[config.mk]
export PLATFORM = sky130hd
export DESIGN_NAME = color_scale_lookup_core
export DESIGN_NICKNAME = d
export VERILOG_FILES = /design/src/hdl/csl_pkg.sv /design/src/hdl/csl_csr.sv /design/src/hdl/csl_locate.sv /design/src/hdl/csl_blend.sv /design/src/hdl/color_scale_lookup_core.sv
export SDC_FILE = /design/constraint.sdc
export NUM_CORES = 2
export LEC_CHECK = 0
export BUFFER_PORTS_ARGS = -buffer_cell sky130_fd_sc_hd__clkbuf_2
export CAP_MARGIN = 15
export CORE_MARGIN = 2
export CORE_UTILIZATION = 60
export DETAILED_ROUTE_END_ITERATION = 12
export PLACE_DENSITY = 0.77
export SLEW_MARGIN = 5
export SYNTH_ARGS = -nofsm -noshare
export SYNTH_HDL_FRONTEND = slang
export SYNTH_SLANG_ARGS = --single-unit
[constraint.sdc]
create_clock -name clock -period 16.63 [get_ports clock]
set_clock_uncertainty 0.05 [all_clocks]
set_input_delay 1.663 -clock clock [delete_from_list [all_inputs] [get_ports clock]]
set_output_delay 1.663 -clock clock [all_outputs]
set_load 0.05 [all_outputs]
[src/hdl/csl_pkg.sv]
`timescale 1ns / 1ps

package csl_pkg;

   localparam int NUM_COLOR_REGS = 6;
   localparam int CSR_ADDR_W     = 5;
   localparam int CSR_INDEX_W    = 3;
   localparam int COUNT_W        = 3;
   localparam int COLOR_W        = 32;
   localparam int CHAN_W         = 8;
   localparam int NUM_CHANS      = 4;

   localparam int DEF_POS_FRAC_BITS = 16;

   // stops actually usable; a larger count saturates to this
   localparam logic [COUNT_W-1:0] MAX_COLORS = 3'd6;

   localparam logic [COLOR_W-1:0] WHITE = 32'hFFFF_FFFF;

   // register indexes (byte address is 4 * index)
   localparam logic [CSR_INDEX_W-1:0] REG_COLOR_COUNT   = 3'd0;
   localparam logic [CSR_INDEX_W-1:0] REG_GRADIENT_MODE = 3'd1;
   localparam logic [CSR_INDEX_W-1:0] REG_COLOR_0       = 3'd2;

   typedef struct packed {
      logic [COUNT_W-1:0]                            color_count;
      logic                                          gradient_mode;
      logic [NUM_COLOR_REGS-1:0][COLOR_W-1:0]        colors;
   } csr_cfg_type;

   // stop count after saturation
   function automatic logic [COUNT_W-1:0] eff_count(input logic [COUNT_W-1:0] cnt);
      eff_count = (cnt > MAX_COLORS) ? MAX_COLORS : cnt;
   endfunction

endpackage

[src/hdl/csl_csr.sv]
`timescale 1ns / 1ps

module csl_csr (
   input  logic                                 clock,
   input  logic                                 reset,
   input  logic                                 psel,
   input  logic                                 penable,
   input  logic                                 pwrite,
   input  logic [csl_pkg::CSR_ADDR_W-1:0]       paddr,
   input  logic [31:0]                          pwdata,
   output logic [31:0]                          prdata,
   output logic                                 pready,
   output csl_pkg::csr_cfg_type                 cfg
);

   csl_pkg::csr_cfg_type               cfg_ff;
   csl_pkg::csr_cfg_type               cfg_in;
   logic [csl_pkg::CSR_INDEX_W-1:0]    index;
   logic                               wr_en;

   assign index  = paddr[csl_pkg::CSR_ADDR_W-1:2];
   assign wr_en  = psel & penable & pwrite;
   assign pready = 1'b1;
   assign cfg    = cfg_ff;

   always_comb begin
      cfg_in = cfg_ff;
      if (wr_en) begin
         unique case (index)
            csl_pkg::REG_COLOR_COUNT: begin
               cfg_in.color_count = pwdata[csl_pkg::COUNT_W-1:0];
            end
            csl_pkg::REG_GRADIENT_MODE: begin
               cfg_in.gradient_mode = pwdata[0];
            end
            default: begin
               cfg_in.colors[index - csl_pkg::REG_COLOR_0] = pwdata;
            end
         endcase
      end
   end

   always_comb begin
      unique case (index)
         csl_pkg::REG_COLOR_COUNT: begin
            prdata = {{(32 - csl_pkg::COUNT_W){1'b0}}, cfg_ff.color_count};
         end
         csl_pkg::REG_GRADIENT_MODE: begin
            prdata = {31'd0, cfg_ff.gradient_mode};
         end
         default: begin
            prdata = cfg_ff.colors[index - csl_pkg::REG_COLOR_0];
         end
      endcase
   end

   always_ff @(posedge clock) begin
      if (reset) begin
         cfg_ff.color_count   <= '0;
         cfg_ff.gradient_mode <= 1'b1;
         for (int i = 0; i < csl_pkg::NUM_COLOR_REGS; i++) begin
            cfg_ff.colors[i] <= csl_pkg::WHITE;
         end
      end else begin
         cfg_ff <= cfg_in;
      end
   end

endmodule

[src/hdl/csl_locate.sv]
`timescale 1ns / 1ps

// Stages 1 and 2: scale the position, then find the segment (or bin),
// its two end colours and the fraction within it.
module csl_locate #(
   parameter int POS_FRAC_BITS = csl_pkg::DEF_POS_FRAC_BITS
) (
   input  logic                                 clock,
   input  logic                                 reset,
   input  csl_pkg::csr_cfg_type                 cfg,
   input  logic                                 in_valid,
   input  logic [POS_FRAC_BITS:0]               in_position,
   output logic                                 seg_valid,
   output logic [csl_pkg::COLOR_W-1:0]          seg_start,
   output logic [csl_pkg::COLOR_W-1:0]          seg_end,
   output logic [POS_FRAC_BITS:0]               seg_frac
);

   localparam int POS_W = POS_FRAC_BITS + 1;
   localparam int T_W   = POS_FRAC_BITS + 4;
   localparam logic [POS_W-1:0] POS_ONE = {1'b1, {POS_FRAC_BITS{1'b0}}};

   logic [csl_pkg::COUNT_W-1:0]   n_eff;
   logic [csl_pkg::COUNT_W-1:0]   n_less1;
   logic [POS_W-1:0]              pos_sat;
   logic [csl_pkg::COUNT_W-1:0]   mult;

   logic                          v1_ff;
   logic [T_W-1:0]                t_ff;
   logic [T_W-1:0]                t_in;

   logic [3:0]                    k_raw;
   logic [csl_pkg::COUNT_W-1:0]   k;
   logic [POS_W-1:0]              frac_g;
   logic [T_W:0]                  c_sum;
   logic [4:0]                    c;
   logic [4:0]                    idx_raw;
   logic [csl_pkg::COUNT_W-1:0]   idx;

   logic                          v2_ff;
   logic [csl_pkg::COLOR_W-1:0]   start_ff;
   logic [csl_pkg::COLOR_W-1:0]   start_in;
   logic [csl_pkg::COLOR_W-1:0]   end_ff;
   logic [csl_pkg::COLOR_W-1:0]   end_in;
   logic [POS_W-1:0]              frac_ff;
   logic [POS_W-1:0]              frac_in;

   assign n_eff   = csl_pkg::eff_count(cfg.color_count);
   assign n_less1 = n_eff - 3'd1;

   // stage 1: clamp to 1.0 and scale by the segment or bin count
   always_comb begin
      pos_sat = (in_position > POS_ONE) ? POS_ONE : in_position;
      mult    = cfg.gradient_mode ? n_less1 : n_eff;
      t_in    = T_W'(pos_sat) * T_W'(mult);
   end

   // stage 2: segment index and fraction
   always_comb begin
      k_raw = t_ff[T_W-1:POS_FRAC_BITS];
      if (k_raw >= {1'b0, n_less1}) begin
         k = n_eff - 3'd2;
      end else begin
         k = k_raw[csl_pkg::COUNT_W-1:0];
      end
      frac_g = POS_W'(t_ff - (T_W'(k) << POS_FRAC_BITS));

      // step mode: ceil(t) - 1, floored at zero, capped at the last stop
      c_sum   = (T_W+1)'(t_ff) + (T_W+1)'(POS_ONE - 1'b1);
      c       = c_sum[T_W:POS_FRAC_BITS];
      idx_raw = (c == 5'd0) ? 5'd0 : c - 5'd1;
      if (idx_raw > {2'b00, n_less1}) begin
         idx = n_less1;
      end else begin
         idx = idx_raw[csl_pkg::COUNT_W-1:0];
      end
   end

   // flat results travel as start = end with zero fraction
   always_comb begin
      priority if (n_eff == 3'd0) begin
         start_in = csl_pkg::WHITE;
         end_in   = csl_pkg::WHITE;
         frac_in  = '0;
      end else if (n_eff == 3'd1) begin
         start_in = cfg.colors[0];
         end_in   = cfg.colors[0];
         frac_in  = '0;
      end else if (cfg.gradient_mode) begin
         start_in = cfg.colors[k];
         end_in   = cfg.colors[k + 3'd1];
         frac_in  = frac_g;
      end else begin
         start_in = cfg.colors[idx];
         end_in   = cfg.colors[idx];
         frac_in  = '0;
      end
   end

   always_ff @(posedge clock) begin
      if (reset) begin
         v1_ff <= 1'b0;
         v2_ff <= 1'b0;
      end else begin
         v1_ff <= in_valid;
         v2_ff <= v1_ff;
      end
   end

   always_ff @(posedge clock) begin
      t_ff     <= t_in;
      start_ff <= start_in;
      end_ff   <= end_in;
      frac_ff  <= frac_in;
   end

   assign seg_valid = v2_ff;
   assign seg_start = start_ff;
   assign seg_end   = end_ff;
   assign seg_frac  = frac_ff;

endmodule

[src/hdl/csl_blend.sv]
`timescale 1ns / 1ps

// Stages 3 and 4: per-channel multiply, then round the result toward zero
// and add or subtract.
module csl_blend #(
   parameter int POS_FRAC_BITS = csl_pkg::DEF_POS_FRAC_BITS
) (
   input  logic                                 clock,
   input  logic                                 reset,
   input  logic                                 seg_valid,
   input  logic [csl_pkg::COLOR_W-1:0]          seg_start,
   input  logic [csl_pkg::COLOR_W-1:0]          seg_end,
   input  logic [POS_FRAC_BITS:0]               seg_frac,
   output logic                                 out_valid,
   output logic [csl_pkg::COLOR_W-1:0]          out_color
);

   localparam int POS_W  = POS_FRAC_BITS + 1;
   localparam int PROD_W = csl_pkg::CHAN_W + POS_W;
   localparam logic [PROD_W:0] ROUND_UP = (PROD_W+1)'((1 << POS_FRAC_BITS) - 1);

   logic                          v3_ff;
   logic                          v4_ff;
   logic [PROD_W-1:0]             prod_ff  [csl_pkg::NUM_CHANS];
   logic [PROD_W-1:0]             prod_in  [csl_pkg::NUM_CHANS];
   logic [csl_pkg::CHAN_W-1:0]    s_ff     [csl_pkg::NUM_CHANS];
   logic                          up_ff    [csl_pkg::NUM_CHANS];
   logic                          up_in    [csl_pkg::NUM_CHANS];
   logic [csl_pkg::COLOR_W-1:0]   color_ff;
   logic [csl_pkg::COLOR_W-1:0]   color_in;

   always_comb begin
      for (int i = 0; i < csl_pkg::NUM_CHANS; i++) begin
         logic [csl_pkg::CHAN_W-1:0] s;
         logic [csl_pkg::CHAN_W-1:0] e;
         logic [csl_pkg::CHAN_W-1:0] diff;
         s          = seg_start[csl_pkg::CHAN_W*i +: csl_pkg::CHAN_W];
         e          = seg_end[csl_pkg::CHAN_W*i +: csl_pkg::CHAN_W];
         up_in[i]   = (e >= s);
         diff       = up_in[i] ? e - s : s - e;
         prod_in[i] = PROD_W'(diff) * PROD_W'(seg_frac);
      end
   end

   // falling ramps round the step up so the result is truncated toward zero
   always_comb begin
      for (int i = 0; i < csl_pkg::NUM_CHANS; i++) begin
         logic [PROD_W:0]            sum;
         logic [csl_pkg::CHAN_W-1:0] d;
         sum = up_ff[i] ? (PROD_W+1)'(prod_ff[i])
                        : (PROD_W+1)'(prod_ff[i]) + ROUND_UP;
         d   = sum[POS_FRAC_BITS +: csl_pkg::CHAN_W];
         color_in[csl_pkg::CHAN_W*i +: csl_pkg::CHAN_W] = up_ff[i] ? s_ff[i] + d
                                                                    : s_ff[i] - d;
      end
   end

   always_ff @(posedge clock) begin
      if (reset) begin
         v3_ff <= 1'b0;
         v4_ff <= 1'b0;
      end else begin
         v3_ff <= seg_valid;
         v4_ff <= v3_ff;
      end
   end

   always_ff @(posedge clock) begin
      for (int i = 0; i < csl_pkg::NUM_CHANS; i++) begin
         prod_ff[i] <= prod_in[i];
         up_ff[i]   <= up_in[i];
         s_ff[i]    <= seg_start[csl_pkg::CHAN_W*i +: csl_pkg::CHAN_W];
      end
      color_ff <= color_in;
   end

   assign out_valid = v4_ff;
   assign out_color = color_ff;

endmodule

[src/hdl/color_scale_lookup_core.sv]
`timescale 1ns / 1ps

// Colour scale lookup: maps a position in [0,1] (POS_FRAC_BITS fraction bits,
// values above 1.0 clamp to 1.0) to an RGBA colour from up to six evenly
// spaced stops, interpolated or stepped. busy is always low: a beat is taken
// on every cycle that start is high, and its colour appears on the rsp_ ports
// with rsp_strobe after the four register stages, one result per cycle. The
// stages are scale, segment select, channel multiply, round and add.
// The result cannot be held off, so the receiver must take it in that cycle.
// Registers sit on the APB port at byte addresses 0x00 count, 0x04 mode,
// 0x08..0x1C colours; change them only while no lookup is in flight.
module color_scale_lookup_core #(
   parameter int POS_FRAC_BITS = csl_pkg::DEF_POS_FRAC_BITS
) (
   input  logic                                 clock,
   input  logic                                 reset,
   input  logic                                 start,
   output logic                                 busy,
   input  logic [POS_FRAC_BITS:0]               req_position,
   output logic                                 rsp_strobe,
   output logic [csl_pkg::CHAN_W-1:0]           rsp_red,
   output logic [csl_pkg::CHAN_W-1:0]           rsp_green,
   output logic [csl_pkg::CHAN_W-1:0]           rsp_blue,
   output logic [csl_pkg::CHAN_W-1:0]           rsp_alpha,
   input  logic                                 psel,
   input  logic                                 penable,
   input  logic                                 pwrite,
   input  logic [csl_pkg::CSR_ADDR_W-1:0]       paddr,
   input  logic [31:0]                          pwdata,
   output logic [31:0]                          prdata,
   output logic                                 pready
);

   csl_pkg::csr_cfg_type          cfg;
   logic                          seg_valid;
   logic [csl_pkg::COLOR_W-1:0]   seg_start;
   logic [csl_pkg::COLOR_W-1:0]   seg_end;
   logic [POS_FRAC_BITS:0]        seg_frac;
   logic                          out_valid;
   logic [csl_pkg::COLOR_W-1:0]   out_color;

   assign busy = 1'b0;

   csl_csr u_csr (
      .clock   (clock),
      .reset   (reset),
      .psel    (psel),
      .penable (penable),
      .pwrite  (pwrite),
      .paddr   (paddr),
      .pwdata  (pwdata),
      .prdata  (prdata),
      .pready  (pready),
      .cfg     (cfg)
   );

   csl_locate #(
      .POS_FRAC_BITS (POS_FRAC_BITS)
   ) u_locate (
      .clock       (clock),
      .reset       (reset),
      .cfg         (cfg),
      .in_valid    (start & ~busy),
      .in_position (req_position),
      .seg_valid   (seg_valid),
      .seg_start   (seg_start),
      .seg_end     (seg_end),
      .seg_frac    (seg_frac)
   );

   csl_blend #(
      .POS_FRAC_BITS (POS_FRAC_BITS)
   ) u_blend (
      .clock     (clock),
      .reset     (reset),
      .seg_valid (seg_valid),
      .seg_start (seg_start),
      .seg_end   (seg_end),
      .seg_frac  (seg_frac),
      .out_valid (out_valid),
      .out_color (out_color)
   );

   assign rsp_strobe = out_valid;
   assign rsp_red    = out_color[7:0];
   assign rsp_green  = out_color[15:8];
   assign rsp_blue   = out_color[23:16];
   assign rsp_alpha  = out_color[31:24];

endmodule

Word level (Yosys, flattened, before mapping) --
Memories as Yosys holds them, arrays and structs flattened. Index checks and enable logic that the tools add are counted.
Operators by class: mux-type cells 34, equal/unequal tests 2, bitwise operators 4, $add $sub $neg 27, $lt $le $gt $ge 13, multiply operators 5, reduce and logical (&&, ||, !) cells 9
Operators by type and width (count):
- binary-select mux 32 bit (select 3 bit) | 4
- two-way mux 32 bit | 9
- bitwise mux 192 bit | 1
- multiplier 8 x 17 -> 25 bit | 4
- adder 24 x 16 -> 24 bit, second input constant | 4
- demux 32 bit (select 3 bit) | 1
- two-way mux 24 bit | 4
- subtractor 8 bit | 12
- two-way mux 8 bit | 8
- one-hot mux 32 bit (2 select lines) | 1
- adder 8 bit | 4
- >= comparator 8 bit | 4
- adder 20 x 16 -> 21 bit, second input constant | 1
- multiplier 17 x 3 -> 20 bit | 1
- greater-than comparator 17 bit, second input constant | 1
- two-way mux 17 bit | 1
- subtractor 17 bit | 1
- less-than comparator 3 x 4 -> 1 bit, second input constant | 4
- two-way mux 3 bit | 4
- == test 3 x 1 -> 1 bit, second input constant | 2
- logical NOT 3 bit | 2
- AND reduction 2 bit | 3
- subtractor 3 x 2 -> 3 bit, second input constant | 2
- greater-than comparator 5 x 3 -> 1 bit | 1
- other kinds (13) | 15
Word-level totals: output and inout bits 67, memories kept 3, bits in writable memories 136, register bits after elaboration 333, logic and storage cells 114, input bits 60
Memories:
- u_blend.prod_ff | depth 4, bits a word 25, read ports 4, clocked after Yosys merged registers in 0, wr ports 4, line csl_blend.sv:24 | logic [PROD_W-1:0] prod_ff [csl_pkg::NUM_CHANS];
- u_blend.s_ff | depth 4, bits a word 8, read ports 4, clocked after Yosys merged registers in 0, wr ports 4, line csl_blend.sv:26 | logic [csl_pkg::CHAN_W-1:0] s_ff [csl_pkg::NUM_CHANS];
- u_blend.up_ff | depth 4, bits a word 1, read ports 4, clocked after Yosys merged registers in 0, wr ports 4, line csl_blend.sv:27 | logic up_ff [csl_pkg::NUM_CHANS];

Longest topological paths before layout --
depth in word-level cells 10, depth in mapped cells 34

Hierarchy --
Synthesis repeated with hierarchy kept, for this count alone.
Second synthesis, totals: cell total of the unflattened synthesis 4891, area total of the unflattened synthesis 43132.6 um^2
Modules (own cells, without submodules):
- csl_blend | instances 1, area an instance 24696.2 um^2, cells an instance 2725
- csl_locate | instances 1, area an instance 9614.2 um^2, cells an instance 1291
- csl_csr | instances 1, area an instance 8811.0 um^2, cells an instance 873
- color_scale_lookup_core | instances 1, area an instance 11.3 um^2, cells an instance 2

Worst setup path before layout --
Ideal clock, no wire load.
path kind register to register, start register u_locate.start_ff, in the netlist u_locate.seg_start[25], end memory u_blend.prod_ff[3][23] in the netlist's numbering, period minus slack after synthesis 7.355 ns, arrival 7.176 ns, setup slack 9.275 ns, stages on the path, launching flop included 31, required time 16.451 ns, path through dfxtp_1 > inv_1 > fa_1 > a21o_1 > a2111oi_4 > o21a_1 > nor2_1 > o31ai_1 > o21ai_0 > a21oi_1 > xnor2_1 > clkbuf_1 > nand2_1 > fa_1 > fa_1 > inv_1 > fa_1 > inv_1 > fa_1 > inv_1 > ha_1 > o21a_1 > o31a_1 > o211ai_1 > a21oi_1 > o31ai_1 > a211oi_1 > o21a_1 > o21a_1 > o41ai_1 > xnor2_1
RTL lines:
- start: declaration | line csl_locate.sv:41 | logic [csl_pkg::COLOR_W-1:0] start_ff;
- start signal: assignment | line csl_locate.sv:112 | start_ff <= start_in;
- end: declaration | line csl_blend.sv:24

==> flow_summary.yaml <==
run_status:
  status: "complete, no violations"
clock_network:
  post_cts_buffers: 0
  htreeDepth: 2
  cts_root_buf: "clkbuf_16"
  ctsLongestPathBuffers: 3
  post_cts_resized: 0
  cts_buffers: 53
  clock_latency_ps: 660
  cts_tree: "yes"
  cts_hold_buf: 0
  clk_pin_slew_worst_paths_ps: 60
  cts.sinks: 465
routing:
  routed_wirelength_um: 112000
  vias: 35400
  viasPerCell: 5.97
  drc: 0
  wire_per_inst_um: 18.9
  dr.pass1.iters: 6
  drtIter0Drc: 2706
  ant_nets: 0
worst_setup_path:
  critPathKind: "flop to flop"
  crit_arrival_ps: 8790
  critPathRequiredTime_ps: 17120
  worst_setup_path_end_kind: "flop"
  slowest_delay_ps: 720
  critPathTopFamily: "adder cells"
  r2r-start: "u_locate.seg_start[8]"
  path_max_fanout: 18
  cp_num_buf_inv: 5
  slowest_stage: "xnor2_2"
  rrSetupSlack_ps: 8330
  cp-start-kind: "flop"
  r2r-end: "u_blend.prod_ff[1][23]"
  ff2ff_path_depth: 29
placement:
  gp_congestion: 0.862
  dp.cells: 5836
  dp.final_hpwl_um: 73700
  dpl-instance-area_um2: 44800
  numPortBuffers: 122
  post-place-ws_ps: 8310
logic_synthesis:
  yosysMostFrequentCell: "nand2_1"
  synth_edf_count: 0
  synth-main-ff-cell: "dfxtp_1"
  ys_top_cells_by_count: "nand2_1 (696), inv_1 (544), dfxtp_1 (465), fa_1 (384), and2_1 (299)"
  async_flop_share_pct: 0
  yosysTopAreaCell: "dfxtp_1"
  ys_seq_area_share_pct: 21.4
  synth_area_um2: 43500
  synth_nets: 5727
  synth_cell_types: 84
  synth_top_area_share_pct: 21.4
  syn_inst: 4985
  syn-mean-instance-area_um2: 8.72
  synth-seq-cells: 465
  synthTopCellsByArea: "dfxtp_1 (21%), fa_1 (18%), ha_1 (8.6%), nand2_1 (6.0%), inv_1 (4.7%)"
  ys_warn_count: 0
floorplan:
  die_w_um: 273
  ios: 127
  core_um2: 71600
  start_util_pct: 60.7
  die_h_um: 273
  row_count: 98
  dieArea_um2: 74600
sta:
  hold_viol_final: 0
  max_clock_freq_ghz: 0.120
  setup_ws_ps: 8330
  fin_tns_setup_ps: 0
  max_slew_margin_pct: 21.9
  grt_setup_unrepaired: "false"
  worst_slew_pin_slew_ps: 1170
  period_share_pct: 49.9
  setup_viol: 0
  fin_crit_ps: 8300
  slew_violations: 0
final_layout:
  area_growth_pct: 7.28
  postLayoutCellArea_um2: 46600
  drive_above_1_share_pct: 8.65
  utilization_pct: 65.1
  final_cells: 5931
  nets: 5683
worst_hold_path:
  hold_depth: 0
  min_from: "u_locate.seg_start[12]"
  holdPathEnd: "u_blend.s_ff[1][4]"
  hold_class: "flop to flop"
power_and_ir_drop:
  leakagePower_nw: 22.7
  power_density_nw_per_um2: 97.8
  vdd.ir_drop.worst_mv: 0.158
global_routing:
  grt_max_degree: 115
  grt_pass1_vias: 35500
  overflow: 0
  grt.total_usage_pct: 30.3
  grt_pass1_wl_um: 183000
  antenna_found_initial: 3
run:
  cap_violations: 0
-- report_power, final --
group | switching (mW) | total, mW | internal (mW)
Combinational | 1.37 | 2.08 | 0.714
Sequential | 0.0419 | 1.22 | 1.18
Clock | 0.506 | 1.26 | 0.753
-- flip-flops by register name, summed over array words and instances (netlist names) --
| name | flops |
|---|---|
| u_locate.v1_ff | 1 |
| u_locate.seg_start | 32 |
| u_blend.up_ff | 4 |
| u_blend.out_valid | 1 |
| u_csr.cfg | 196 |
| u_blend.s_ff | 32 |
| u_locate.seg_valid | 1 |
| u_locate.t_ff | 20 |
| u_blend.out_color | 32 |
| u_locate.seg_end | 32 |
| u_blend.v3_ff | 1 |
| u_blend.prod_ff | 96 |
| u_locate.seg_frac | 17 |
-- placed cells by master (no fill, tap or decap), types with 116 or more instances in the layout --
cell / n
xnor2_1: 120
a21oi_1: 180
inv_1: 542
and2_1: 293
nor2_1: 116
fa_1: 384
mux2i_1: 152
clkbuf_2: 120
nor2b_1: 295
dfxtp_1: 465
ha_1: 297
nand2_1: 692
-- stage by stage --
stage                     power, mW  hold slack [ps]
final                          4.56              293
after global routing           4.77              305
after detailed placement       3.28              287
after CTS                      4.53              301
after global placement         3.24              285
after floorplan                2.77              281
-- cells by family after synthesis --
kind of cell | Yosys count | synth area share (%)
AND/OR/NAND/NOR | 1857 | 22.0
AO/OA/AOI/OAI | 715 | 11.5
buffers and inverters | 830 | 7.38
XOR/XNOR | 180 | 3.69
other | 2 | 0.0173
adder cells (fa/ha/maj) | 682 | 26.3
multiplexers | 254 | 7.76
flip-flops | 465 | 21.4
-- cell type report --
| class | count | area [um^2] |
|---|---|---|
| Timing Repair Buffer | 185 | 1090 |
| Inverter | 546 | 2050 |
| Clock inverter | 18 | 345 |
| Antenna cell | 1 | 2.50 |
| Multi-Input combinational cell | 3690 | 31100 |
| Sequential cell | 465 | 9310 |
| Tap cell | 950 | 1190 |
| Clock buffer | 76 | 1530 |
| Fill cell | 5941 | 25000 |
-- worst reg2reg max path: cells and delay by family (launching register included) --
family | cells | cell delay, ps
AOI/OAI and AO/OA | 9 | 2440
DFF | 1 | 370
xor gates and xnor gates | 2 | 850
and+or+nand+nor | 7 | 1400
adders and majority gates | 6 | 2770
buffers and inverters | 5 | 350
-- worst max-delay path by stage --
stage / start / endpoint / slack [ps] / cells past startpoint
after floorplan: u_locate.seg_start[25] / u_blend.prod_ff[3][23] / 9270 / 30
after global placement: u_locate.seg_start[8] / u_blend.prod_ff[1][23] / 8410 / 29
after detailed placement: u_locate.seg_start[8] / u_blend.prod_ff[1][23] / 8310 / 26
after CTS: u_locate.seg_start[8] / u_blend.prod_ff[1][23] / 8320 / 26
after global routing: u_locate.seg_start[8] / u_blend.prod_ff[1][23] / 7740 / 29
final: u_locate.seg_start[8] / u_blend.prod_ff[1][23] / 8330 / 29
-- per-layer routing --
metal | vias up | global-route usage (%) | routed length (um)
li1 | 16400 | - | -
met1 | 17300 | 38.8 | 45300
met2 | 1380 | 51.2 | 53100
met3 | 404 | 3.91 | 8280
met4 | 2 | 14.0 | 5400
met5 | - | 0 | 15
(Power assumes the default switching activity.)
